<file path="src/rtl/mrfc_pkg.sv">
// Shared types, constants and the CRC-16 byte step for the meter response frame checker.
// Used by mrfc_frame_unit and meter_response_frame_checker_core; depends on nothing else.
package mrfc_pkg;

  // Field widths.
  localparam int unsigned AddrW   = 27;
  localparam int unsigned IdW     = 16;
  localparam int unsigned SizeW   = 4;
  localparam int unsigned CountW  = 5;
  localparam int unsigned SumW    = 28;
  localparam int unsigned ValueW  = 64;
  localparam int unsigned StatusW = 4;
  localparam int unsigned CfgIdxW = 2;

  // Default for the payload length parameter.
  localparam int unsigned MaxPayloadDefault = 8;

  // CRC-16 settings: initial value and reflected polynomial.
  localparam logic [15:0] CrcInit = 16'hFFFF;
  localparam logic [15:0] CrcPoly = 16'hA001;

  // Frame shape constants.
  localparam logic [CountW-1:0] MinFrameLen  = 5'd6;
  localparam logic [CountW-1:0] ErrFrameLen  = 5'd11;
  localparam logic [CountW-1:0] FrameOverhead = 5'd10;
  localparam logic [7:0]        FuncError    = 8'h00;
  localparam logic [7:0]        MaxDevCode   = 8'd8;
  localparam logic [7:0]        DevCodePermA = 8'd2;
  localparam logic [7:0]        DevCodePermB = 8'd4;

  // Input item kinds carried on the slave-side tuser bit.
  localparam logic CmdByte = 1'b0;
  localparam logic CmdGap  = 1'b1;

  // Configuration register indexes.
  localparam logic [CfgIdxW-1:0] RegSlaveAddress = 2'd0;
  localparam logic [CfgIdxW-1:0] RegRequestId    = 2'd1;
  localparam logic [CfgIdxW-1:0] RegPayloadSize  = 2'd2;

  // Result status codes.
  localparam logic [StatusW-1:0] StOk        = 4'd0;
  localparam logic [StatusW-1:0] StShort     = 4'd1;
  localparam logic [StatusW-1:0] StBadEnd    = 4'd2;
  localparam logic [StatusW-1:0] StBadLength = 4'd3;
  localparam logic [StatusW-1:0] StCrc       = 4'd4;
  localparam logic [StatusW-1:0] StAddress   = 4'd5;
  localparam logic [StatusW-1:0] StId        = 4'd6;
  localparam logic [StatusW-1:0] StDevError  = 4'd7;
  localparam logic [StatusW-1:0] StDevCode   = 4'd8;

  // Configuration register set.
  typedef struct packed {
    logic [AddrW-1:0] slave_address;
    logic [IdW-1:0]   request_id;
    logic [SizeW-1:0] payload_size;
  } cfg_t;

  // One result item.
  typedef struct packed {
    logic [ValueW-1:0]  value;
    logic               permanent;
    logic [7:0]         device_error;
    logic [StatusW-1:0] status;
  } result_t;

  // Width of the packed output tdata: fields rounded up to whole bytes.
  localparam int unsigned ResultW = ValueW + 1 + 8 + StatusW;
  localparam int unsigned OutDataW = ((ResultW + 7) / 8) * 8;

  // One byte step of the reflected CRC-16, eight bit steps.
  function automatic logic [15:0] crc16_byte(input logic [15:0] crc, input logic [7:0] b);
    logic [15:0] w;
    w = crc ^ {8'h00, b};
    for (int k = 0; k < 8; k++) begin
      if (w[0]) begin
        w = (w >> 1) ^ CrcPoly;
      end else begin
        w = w >> 1;
      end
    end
    return w;
  endfunction

endpackage

</file>
<file path="src/rtl/mrfc_frame_unit.sv">
// Frame state and end-of-frame checks for the meter response frame checker.
// Depends on mrfc_pkg for types, constants and the CRC-16 byte step.
module mrfc_frame_unit
  import mrfc_pkg::*;
#(
  parameter int unsigned MAX_PAYLOAD = MaxPayloadDefault
) (
  input  logic    clk,
  input  logic    rst,
  input  cfg_t    cfg,
  input  logic    in_fire,
  input  logic    cmd,
  input  logic [7:0] rx_byte,
  output logic    res_valid,
  output result_t res
);

  localparam int unsigned PayW = 8 * MAX_PAYLOAD;

  // Frame state.
  logic [CountW-1:0] byte_count;
  logic [15:0]       running_crc;
  logic [7:0]        recent_bytes [4];
  logic [7:0]        function_byte;
  logic [7:0]        length_byte;
  logic [7:0]        error_byte;
  logic [SumW-1:0]   address_sum;
  logic [PayW-1:0]   payload_value;

  // State after taking the current byte.
  logic [CountW-1:0] byte_count_next;
  logic [15:0]       running_crc_next;
  logic [7:0]        recent_bytes_next [4];
  logic [7:0]        function_byte_next;
  logic [7:0]        length_byte_next;
  logic [7:0]        error_byte_next;
  logic [SumW-1:0]   address_sum_next;
  logic [PayW-1:0]   payload_value_next;

  // State seen by the end-of-frame checks.
  logic [CountW-1:0] v_count;
  logic [15:0]       v_crc;
  logic [7:0]        v_recent [4];
  logic [7:0]        v_func;
  logic [7:0]        v_len;
  logic [7:0]        v_err;
  logic [SumW-1:0]   v_addr;
  logic [PayW-1:0]   v_payload;

  logic [SizeW-1:0]  eff_size;
  logic [CountW-1:0] max_count;
  logic [SumW-1:0]   addr_x100;
  logic [SumW-1:0]   digit_pair;
  logic              end_by_byte;
  logic              finish;
  logic              is_err;
  logic [CountW-1:0] want;

  // Payload size clamped into 1 .. MAX_PAYLOAD.
  always_comb begin
    if (cfg.payload_size == '0) begin
      eff_size = SizeW'(1);
    end else if (cfg.payload_size > SizeW'(MAX_PAYLOAD)) begin
      eff_size = SizeW'(MAX_PAYLOAD);
    end else begin
      eff_size = cfg.payload_size;
    end
    max_count = CountW'(eff_size) + FrameOverhead;
  end

  // Address accumulation: sum * 100 plus the two BCD digits of the byte.
  assign addr_x100 = (address_sum << 6) + (address_sum << 5) + (address_sum << 2);
  assign digit_pair = SumW'(rx_byte[3:0]) + (SumW'(rx_byte[7:4]) << 3)
                    + (SumW'(rx_byte[7:4]) << 1);

  // Next state for a received byte.
  always_comb begin
    byte_count_next  = byte_count + CountW'(1);
    running_crc_next = (byte_count >= CountW'(2)) ? crc16_byte(running_crc, recent_bytes[1])
                                                  : running_crc;
    recent_bytes_next[0] = rx_byte;
    recent_bytes_next[1] = recent_bytes[0];
    recent_bytes_next[2] = recent_bytes[1];
    recent_bytes_next[3] = recent_bytes[2];
    address_sum_next   = (byte_count < CountW'(4)) ? addr_x100 + digit_pair : address_sum;
    function_byte_next = (byte_count == CountW'(4)) ? rx_byte : function_byte;
    length_byte_next   = (byte_count == CountW'(5)) ? rx_byte : length_byte;
    error_byte_next    = (byte_count == CountW'(6)) ? rx_byte : error_byte;
    // One byte lane per payload position.
    payload_value_next = payload_value;
    for (int k = 0; k < MAX_PAYLOAD; k++) begin
      if (byte_count == CountW'(6 + k) && SizeW'(k) < eff_size) begin
        payload_value_next[8*k +: 8] = rx_byte;
      end
    end
    end_by_byte = (byte_count_next >= MinFrameLen && {3'b000, byte_count_next} == length_byte_next)
                || byte_count_next >= max_count;
  end

  // A gap checks the stored frame, a byte checks the frame including itself.
  always_comb begin
    if (cmd == CmdGap) begin
      v_count   = byte_count;
      v_crc     = running_crc;
      v_recent  = recent_bytes;
      v_func    = function_byte;
      v_len     = length_byte;
      v_err     = error_byte;
      v_addr    = address_sum;
      v_payload = payload_value;
      finish    = 1'b1;
    end else begin
      v_count   = byte_count_next;
      v_crc     = running_crc_next;
      v_recent  = recent_bytes_next;
      v_func    = function_byte_next;
      v_len     = length_byte_next;
      v_err     = error_byte_next;
      v_addr    = address_sum_next;
      v_payload = payload_value_next;
      finish    = end_by_byte;
    end
  end

  // End-of-frame checks in priority order.
  always_comb begin
    is_err = (v_func == FuncError);
    want   = is_err ? ErrFrameLen : max_count;
    res.status       = StOk;
    res.device_error = 8'h00;
    res.permanent    = 1'b0;
    res.value        = '0;
    if (v_count < MinFrameLen) begin
      res.status = StShort;
    end else if (v_count != want) begin
      res.status = StBadEnd;
    end else if ({3'b000, want} != v_len) begin
      res.status = StBadLength;
    end else if (v_crc != {v_recent[0], v_recent[1]}) begin
      res.status = StCrc;
    end else if (v_addr != {1'b0, cfg.slave_address}) begin
      res.status = StAddress;
    end else if ({v_recent[2], v_recent[3]} != cfg.request_id) begin
      res.status = StId;
    end else if (is_err) begin
      res.device_error = v_err;
      if (v_err <= MaxDevCode) begin
        res.status    = StDevError;
        res.permanent = (v_err == DevCodePermA) || (v_err == DevCodePermB);
      end else begin
        res.status = StDevCode;
      end
    end else begin
      res.value = ValueW'(v_payload);
    end
  end

  assign res_valid = in_fire && finish;

  // State update: clear after a result, otherwise take the byte.
  always_ff @(posedge clk) begin
    if (rst || (in_fire && finish)) begin
      byte_count    <= '0;
      running_crc   <= CrcInit;
      for (int i = 0; i < 4; i++) begin
        recent_bytes[i] <= 8'h00;
      end
      function_byte <= 8'h00;
      length_byte   <= 8'h00;
      error_byte    <= 8'h00;
      address_sum   <= '0;
      payload_value <= '0;
    end else if (in_fire) begin
      byte_count    <= byte_count_next;
      running_crc   <= running_crc_next;
      recent_bytes  <= recent_bytes_next;
      function_byte <= function_byte_next;
      length_byte   <= length_byte_next;
      error_byte    <= error_byte_next;
      address_sum   <= address_sum_next;
      payload_value <= payload_value_next;
    end
  end

endmodule

</file>
<file path="src/rtl/meter_response_frame_checker_core.sv">
// Meter response frame checker: received bytes of a meter reply in, one check result per frame out.
// The slave side carries bytes and gap marks, the master side carries results, plus a config port.
// A byte or gap is one transfer on the slave side; a frame ends on a gap, when the count
// reaches the length byte (count of six or more), or at payload size plus ten bytes.
// Slave side: s_tdata holds the received byte, s_tuser is 1 for a gap that ends the frame.
// Master side: one transfer per ended frame with status, device error code, permanent flag
// and the little-endian payload value.
// Config port: cfg_index selects slave address (0), request id (1) or payload size (2);
// cfg_ready is always high and a write takes effect at once; write only while idle.
// Throughput: one slave-side transfer every cycle while the skid register is not full. All checks
// of an item are combinational between the frame state registers and the result register.
// The result of the item that ends a frame goes to the output register, or to the skid register
// while the output register is held by a stall, and is offered on the master side from there.
// When the receiver stalls, one result sits in the output register and a second in a skid
// register; s_tready drops only while the skid register is full.
// Reset clears the frame state and the valid flags of both result registers and sets payload
// size to 8, slave address and request id to 0.
// Depends on mrfc_pkg and mrfc_frame_unit.
module meter_response_frame_checker_core
  import mrfc_pkg::*;
#(
  parameter int unsigned MAX_PAYLOAD = MaxPayloadDefault
) (
  input  logic                clk,
  input  logic                rst,
  // Slave side.
  input  logic                s_tvalid,
  output logic                s_tready,
  input  logic [7:0]          s_tdata,   // [7:0] rx_byte
  input  logic                s_tuser,   // [0] cmd
  // Master side.
  output logic                m_tvalid,
  input  logic                m_tready,
  output logic [OutDataW-1:0] m_tdata,   // [3:0] status, [11:4] device_error,
                                         // [12] permanent, [76:13] value, rest zero
  // Configuration writes.
  input  logic                cfg_valid,
  output logic                cfg_ready,
  input  logic [CfgIdxW-1:0]  cfg_index,
  input  logic [AddrW-1:0]    cfg_data
);

  cfg_t    cfg;
  logic    in_fire;
  logic    res_valid;
  result_t res;
  result_t out_res;
  result_t skid_res;
  logic    skid_valid;
  logic    pop;

  // Configuration registers.
  assign cfg_ready = 1'b1;

  always_ff @(posedge clk) begin
    if (rst) begin
      cfg.slave_address <= '0;
      cfg.request_id    <= '0;
      cfg.payload_size  <= SizeW'(MaxPayloadDefault);
    end else if (cfg_valid && cfg_ready) begin
      unique case (cfg_index)
        RegSlaveAddress: cfg.slave_address <= cfg_data;
        RegRequestId:    cfg.request_id    <= cfg_data[IdW-1:0];
        RegPayloadSize:  cfg.payload_size  <= cfg_data[SizeW-1:0];
        default: ;
      endcase
    end
  end

  // Frame state and checks.
  assign s_tready = !skid_valid;
  assign in_fire  = s_tvalid && s_tready;

  mrfc_frame_unit #(
    .MAX_PAYLOAD(MAX_PAYLOAD)
  ) u_frame (
    .clk      (clk),
    .rst      (rst),
    .cfg      (cfg),
    .in_fire  (in_fire),
    .cmd      (s_tuser),
    .rx_byte  (s_tdata),
    .res_valid(res_valid),
    .res      (res)
  );

  // Output register with a skid register behind it.
  assign pop = m_tvalid && m_tready;

  always_ff @(posedge clk) begin
    if (rst) begin
      m_tvalid   <= 1'b0;
      skid_valid <= 1'b0;
    end else if (skid_valid) begin
      if (pop) begin
        out_res    <= skid_res;
        skid_valid <= 1'b0;
      end
    end else if (res_valid) begin
      if (!m_tvalid || pop) begin
        out_res  <= res;
        m_tvalid <= 1'b1;
      end else begin
        skid_res   <= res;
        skid_valid <= 1'b1;
      end
    end else if (pop) begin
      m_tvalid <= 1'b0;
    end
  end

  assign m_tdata = OutDataW'(out_res);

endmodule

</file>
<file path="config.mk">
export PLATFORM = sky130hd
export DESIGN_NAME = meter_response_frame_checker_core
export DESIGN_NICKNAME = d
export VERILOG_FILES = /design/src/rtl/mrfc_pkg.sv /design/src/rtl/mrfc_frame_unit.sv /design/src/rtl/meter_response_frame_checker_core.sv
export SDC_FILE = /design/constraint.sdc
export NUM_CORES = 1
export LEC_CHECK = 0
export BUFFER_PORTS_ARGS = -buffer_cell sky130_fd_sc_hd__buf_2
export CAP_MARGIN = 20
export CORE_ASPECT_RATIO = 0.75
export CORE_MARGIN = 2
export CORE_UTILIZATION = 62
export CTS_CLUSTER_DIAMETER = 30
export CTS_CLUSTER_SIZE = 28
export DETAILED_ROUTE_END_ITERATION = 10
export PLACE_DENSITY = 0.9
export SKIP_LAST_GASP = 1
export SLEW_MARGIN = 0
export SYNTH_ARGS = -nofsm -noshare
export SYNTH_HDL_FRONTEND = slang
export SYNTH_HIERARCHICAL = 1
export SYNTH_SLANG_ARGS = --single-unit
export TNS_END_PERCENT = 10
</file>
<file path="constraint.sdc">
create_clock -name clk -period 14.75 [get_ports clk]
set_input_delay 1.475 -clock clk [delete_from_list [all_inputs] [get_ports clk]]
set_output_delay 1.475 -clock clk [all_outputs]
set_load 0.02 [all_outputs]
</file>
Yosys cells after proc, flatten, opt, wreduce, memory -nomap -nowiden
Index checks and enable logic that the tools add are counted.
W data, S select, Z words.
{ "totals": {"word_cells": 170, "out_inout_bits": 83, "regBits": 372} }
{ "op_classes": {"mux": 60, "n_addsub": 7, "n_eq_ne": 22, "reduce_logical": 30, "n_bitwise": 12, "magnitude_cmp": 15} }
{ "op_table": {"columns": ["op", "n"], "rows": [
  ["$mux W73", 6],
  ["$mux W77", 4],
  ["$mux W16", 10],
  ["$mux W64", 2],
  ["$mux W8", 14],
  ["$add A28 B28 Y28", 3],
  ["$mux W28", 2],
  ["$mux W4", 9],
  ["$mux W32", 1],
  ["$ne A16 B16 Y1", 2],
  ["$eq A5 B4 Y1 const B", 6],
  ["$add A28 B5 Y28", 1],
  ["$ne A28 B27 Y1", 1],
  ["$not A2 Y3", 8],
  ["$eq A5 B3 Y1 const B", 4],
  ["$lt A3 B4 Y1 const A", 4],
  ["$xor A16 B8 Y16", 1],
  ["$mux W13", 1],
  ["$logic_and A1 B1 Y1", 12],
  ["$lt A5 B3 Y1 const B", 2],
  ["$mux W5", 2],
  ["$mux W1", 9],
  ["$add A4 B7 Y8", 1],
  ["$eq A5 B8 Y1", 1],
  ["26 further kinds", 40]
]} }

Logic depth before layout (Yosys ltp)
{ "depth": {"ltp_word": 27, "depth_mapped": 20, "ltp_nobuf": 18} }

By module
The synthesis kept the hierarchy.
{ "by_module_without_submodules": {"columns": ["module", "n_inst", "area_per_inst_um2", "cells_per_inst"], "rows": [
  ["mrfc_frame_unit", 1, 13329.0, 1672],
  ["meter_response_frame_checker_core", 1, 7343.3, 463]
]} }

Least setup slack after synthesis
Ideal clock, no wire load.
{ "synth_timing": {"path_kind": "input -> register", "startpoint": "input port s_tdata[3]", "endpoint": "register skid_res[0] in the netlist's numbering, enable pin", "stages": 9, "setup_ns": 0.730, "t_arrival_ns": 10.812, "slack_ns": 3.208, "cell_sequence": "clkbuf_1 > clkinv_1 > o211ai_1 > o211ai_1 > nor4_1 > o41ai_1 > inv_1 > nand2_1 > nor4b_1"} }
{ "synth_between": {"elab_chain_len": 7} }
{ "synth_lines": {"columns": ["item", "line_no", "rtl"], "rows": [
  ["start: declaration", "meter_response_frame_checker_core.sv:29", "input logic [7:0] s_tdata,"],
  ["$mux W8", "mrfc_frame_unit.sv:87", "length_byte_next = (byte_count == CountW'(5)) ? rx_byte : length_byte;"],
  ["$eq A5 B8 Y1", "mrfc_frame_unit.sv:96", "end_by_byte = (byte_count_next >= MinFrameLen && {3'b000, byte_count_next} == length_byte_next)"],
  ["$logic_and A1 B1 Y1", "mrfc_frame_unit.sv:96", null],
  ["$logic_or A1 B1 Y1", "mrfc_frame_unit.sv:97", "|| byte_count_next >= max_count;"],
  ["$mux W1", "mrfc_frame_unit.sv:102", "if (cmd == CmdGap) begin"],
  ["$logic_and A1 B1 Y1", "mrfc_frame_unit.sv:158", "assign res_valid = in_fire && finish;"],
  ["net res_valid", "meter_response_frame_checker_core.sv:45", "logic res_valid;"],
  ["$reduce_and A4 Y1 (no source line)", null, null],
  ["end signal: assignment", "meter_response_frame_checker_core.sv:104", "skid_res <= res;"],
  ["end: declaration", "meter_response_frame_checker_core.sv:48", "result_t skid_res;"]
]} }
The timed path passes the listed nets, and every way through them passes these cells.
A chain may end at the register's enable or synchronous reset.

==> summary.md <==
| Metric | Value |
|---|---|
| HPWL after DPL | `41500 µm` |
| GRT busiest layer | `met2` |
| Tightest Hold Check Type | `reg2reg` |
| Final Hold Vio Count | `0` |
| WL per Instance | `roughly 22 µm` |
| Most frequent cells in the layout | `nand2_1 (249), nor2_1 (241), dfxtp_1 (217), a21oi_1 (172), mux2i_1 (171)` |
| Core area | `between 30000 and 40000 µm²` |
| Die area | `34830 µm²` |
| Critical path arrival | `around 8200 ps` |
| Area delta synth->final | `13.02%` |
| Pwr/cell area | `between 100 and 150 nW/µm²` |
| Max Cap Viol | `0` |
| Met1 Use GR | `between 40 and 50%` |
| I/O Pins | `126` |
| Share of cells above drive strength 1 | `between 15 and 20%` |
| Critical Path End Type | `flop` |
| Die Y-Extent | `162.1 µm` |
| Status | `complete, no violations` |
| Initial DRC count | `approximately 2300` |
| Clock skew | `approximately 33 ps` |
| Cell variety after synth | `89` |
| Global-route wire length before repair | `around 90000 µm` |
| Startpoint of the worst setup timing path | `s_tdata[3]` |
| Top FF cell, synth | `dfxtp_1` |
| Post-DRT Antenna Nets | `0` |
| Critical path class | `in2reg` |
| Grt total ovfl | `0` |
| Synth Warn # | `6` |
| Placed cell areas | `21440 µm²` |
| Tcrit/Tclk final | `approximately 53%` |
| CTS root buf | `clkbuf_16` |
| Final worst path period need | `about 7800 ps` |
| Die Wd | `~210 µm` |
| Worst-Skew Late Latency | `between 500 and 600 ps` |
| Routing usage on met2 | `between 50% and 60%` |
| Post-Route Setup TNS | `0 ps` |
| H-tree depth | `2` |
| Crit-path cells | `buf_2 > clkinv_1 > fa_1 > fa_1 > inv_1 > ha_1 > inv_1 > fa_1 > nand2b_1 > a21o_1 > a21o_1 > a21boi_0 > nor3_1 > o31ai_1 > xnor2_1 > and2_1 > nand4_4 > buf_4 > nor2_1 > mux2_2` |
| CTS Buffer Depth | `3` |
| Nets | `2336` |
| Vias per cell | `about 6.3` |
| Worst-path clk slew | `~60 ps` |
| CP Max Fanout | `51` |
| CTS Buf Count | `55` |
| Avg Inst Size Synth | `roughly 9.7 µm²` |
| Starting Density | `between 60% and 70%` |
| Number of synthesized flops with an enable pin | `around 150` |
| CP required | `about 15000 ps` |
| Pin count of the biggest net entering global routing | `95` |
| RSZ-0062 raised after global routing | `no` |
| Synth Register Bits | `372` |
| FP Rows | `57` |
| Worst R2R Start | `u_frame/address_sum[11]` |
| CP Launch Type | `primary input` |
| Port Buffer Count | `roughly 120` |
| HP Start | `u_frame/address_sum[9]` |
| Max-slew violation count | `0` |
| Slew of the pin with the lowest slew margin | `1079 ps` |
| Most Frequent Cell on Critical Path | `fa_1` |
| Placer Congestion | `around 1.0` |
| Total GRT Usage | `around a third` |
| Residual DRC | `0` |
| CP peak stage delay | `between 700 and 800 ps` |
| Met3 usage | `7.341%` |
| Utilization after layout | `a little under three quarters` |
| Lkg Pwr | `slightly below 9 nW` |
| Relative slew slack | `between 20 and 30%` |
| Initial antenna violation count | `4` |
| Final Instance Area | `23360 µm²` |
| Via count | `between 15000 and 20000` |
| Critical-path top delay cell | `fa_1` |
| Cell count after synthesis | `approximately 2100` |
| Max Clk Rate | `roughly 130 MHz` |
| CTS tree | `done` |
| TritonCTS Sinks | `~370` |
| Drt pass-1 iters | `6` |
| CTS Hold Bufs | `0` |
| WL final | `between 60000 and 70000 µm` |
| Gates resized, CTS repair | `0` |
| Register area share after synthesis | `a little over two fifths` |
| Synth Cell Area | `between 20000 and 25000 µm²` |
| Endpoints failing setup | `0` |
| Vias in the first global route | `approximately 16000` |
| Peak supply drop | `about 100 µV` |
| Commonest non-fill, non-tap cell in the layout | `nand2_1` |
| Post CTS Setup Buffer Count | `0` |
| Synth async-reset ratio | `0%` |
-- power breakdown --
part	switching, mW	internal (mW)	total [mW]	leakage, nW
Combinational	0.324	0.178	0.502	4.82
Clock	0.512	0.811	1.32	0.947
Sequential	0.0363	1.09	1.13	3.04
Total	0.872	2.08	2.95	8.80
-- worst paths after layout --
path / slack [ps] / cells past startpoint / endpoint
max: 6900 / 20 / m_tdata[57]
min: 450 / 2 / u_frame/address_sum[9]
max reg2reg: 8400 / 17 / m_tdata[57]
min reg2reg: 450 / 2 / u_frame/address_sum[9]
-- cells in the mapped netlist, types with 4 or more instances --
library cell / count / share of area, %
and3_1: 10 / 0.30
a21oi_2: 4 / 0.17
nor3_1: 31 / 0.75
inv_1: 68 / 1.2
a211oi_1: 21 / 0.76
o211ai_1: 14 / 0.51
a21boi_0: 4 / 0.15
a41oi_1: 5 / 0.21
nor2_1: 241 / 4.4
nand3_1: 23 / 0.56
nand2b_1: 9 / 0.27
mux2_2: 81 / 4.4
or2_2: 5 / 0.15
dfxtp_1: 218 / 21
o31ai_1: 6 / 0.22
and2_1: 8 / 0.24
buf_1: 6 / 0.11
buf_6: 11 / 0.60
xnor2_1: 77 / 3.3
or4_1: 4 / 0.15
o22ai_1: 9 / 0.27
mux2i_1: 171 / 8.3
nand4_1: 23 / 0.70
nand2_1: 249 / 4.5
o2111ai_1: 5 / 0.21
a21o_1: 11 / 0.40
fa_1: 28 / 2.7
nand3b_1: 15 / 0.54
nor3b_1: 9 / 0.33
buf_2: 21 / 0.51
o21a_1: 11 / 0.40
or3_1: 11 / 0.33
nor4_1: 15 / 0.45
nor2b_1: 7 / 0.21
xor2_1: 44 / 1.9
a211o_1: 7 / 0.30
nor4b_1: 5 / 0.21
a21oi_1: 172 / 4.2
buf_4: 7 / 0.25
edfxtp_1: 154 / 22
o21ai_0: 49 / 1.2
a31oi_1: 8 / 0.24
clkbuf_1: 88 / 1.6
ha_1: 60 / 3.6
nor2_2: 41 / 1.2
-- cell families (layout without fill, tap and decap cells) --
kind of cell	Yosys count	count (layout)	synth area share [%]
simple gates	724	724	16.41
flops	372	372	43.48
compound gates	366	366	11.03
mux	253	253	12.80
buf+inv	205	319	4.382
xor+xnor	125	125	5.508
fa+ha+maj	88	88	6.343
other cells	2	8	0.03633
-- area by class of cell --
cell class / instances / area, µm²
Sequential cell: 372 / 8992
Tap cell: 442 / 553.0
Timing Repair Buffer: 145 / 785.8
Clock inverter: 31 / 292.8
Clock buffer: 72 / 1618
Multi-Input combinational cell: 1560 / 10850
Fill cell: 2299 / 9229
Antenna cell: 4 / 10.01
Inverter: 71 / 266.5
-- routing by layer --
layer | vias to the layer above | wire length, µm | share of wire (%)
met2 | 976 | 26270 | 44
met5 | - | 0 | 0
met4 | 0 | 1499 | 2.5
met3 | 145 | 6195 | 10
li1 | 7670 | - | -
met1 | 8280 | 26180 | 44
-- worst max-delay path: cells and delay by family --
family                     cells  cell delay [ps]
muxes                          1              310
AOI/OAI and AO/OA              4             1410
xor gates and xnor gates       1              260
and+or+nand+nor                5             1050
adders and majority gates      4             1770
buffers and inverters          5             1850
-- sequential cells by signal (all words and copies together) (netlist names), 16 cells and up --
name	count
u_frame/running_crc	16
cfg	47
u_frame/recent_bytes	32
u_frame/payload_value	64
skid_res	77
u_frame/address_sum	28
m_tdata	77
-- stage by stage --
step | cells | setup WS, ps | hold slack, ps | power [mW]
floorplan | 2137 | 3208 | 436.3 | 1.491
global placement | 2589 | 6709 | 444.1 | 1.624
detailed placement | 2589 | 6589 | 447.9 | 1.634
CTS | 2692 | 7151 | 455.5 | 2.948
global route | 2697 | 6718 | 477.5 | 3.052
finish | 2697 | 6905 | 454.5 | 2.954
(Power assumes the default switching activity.)
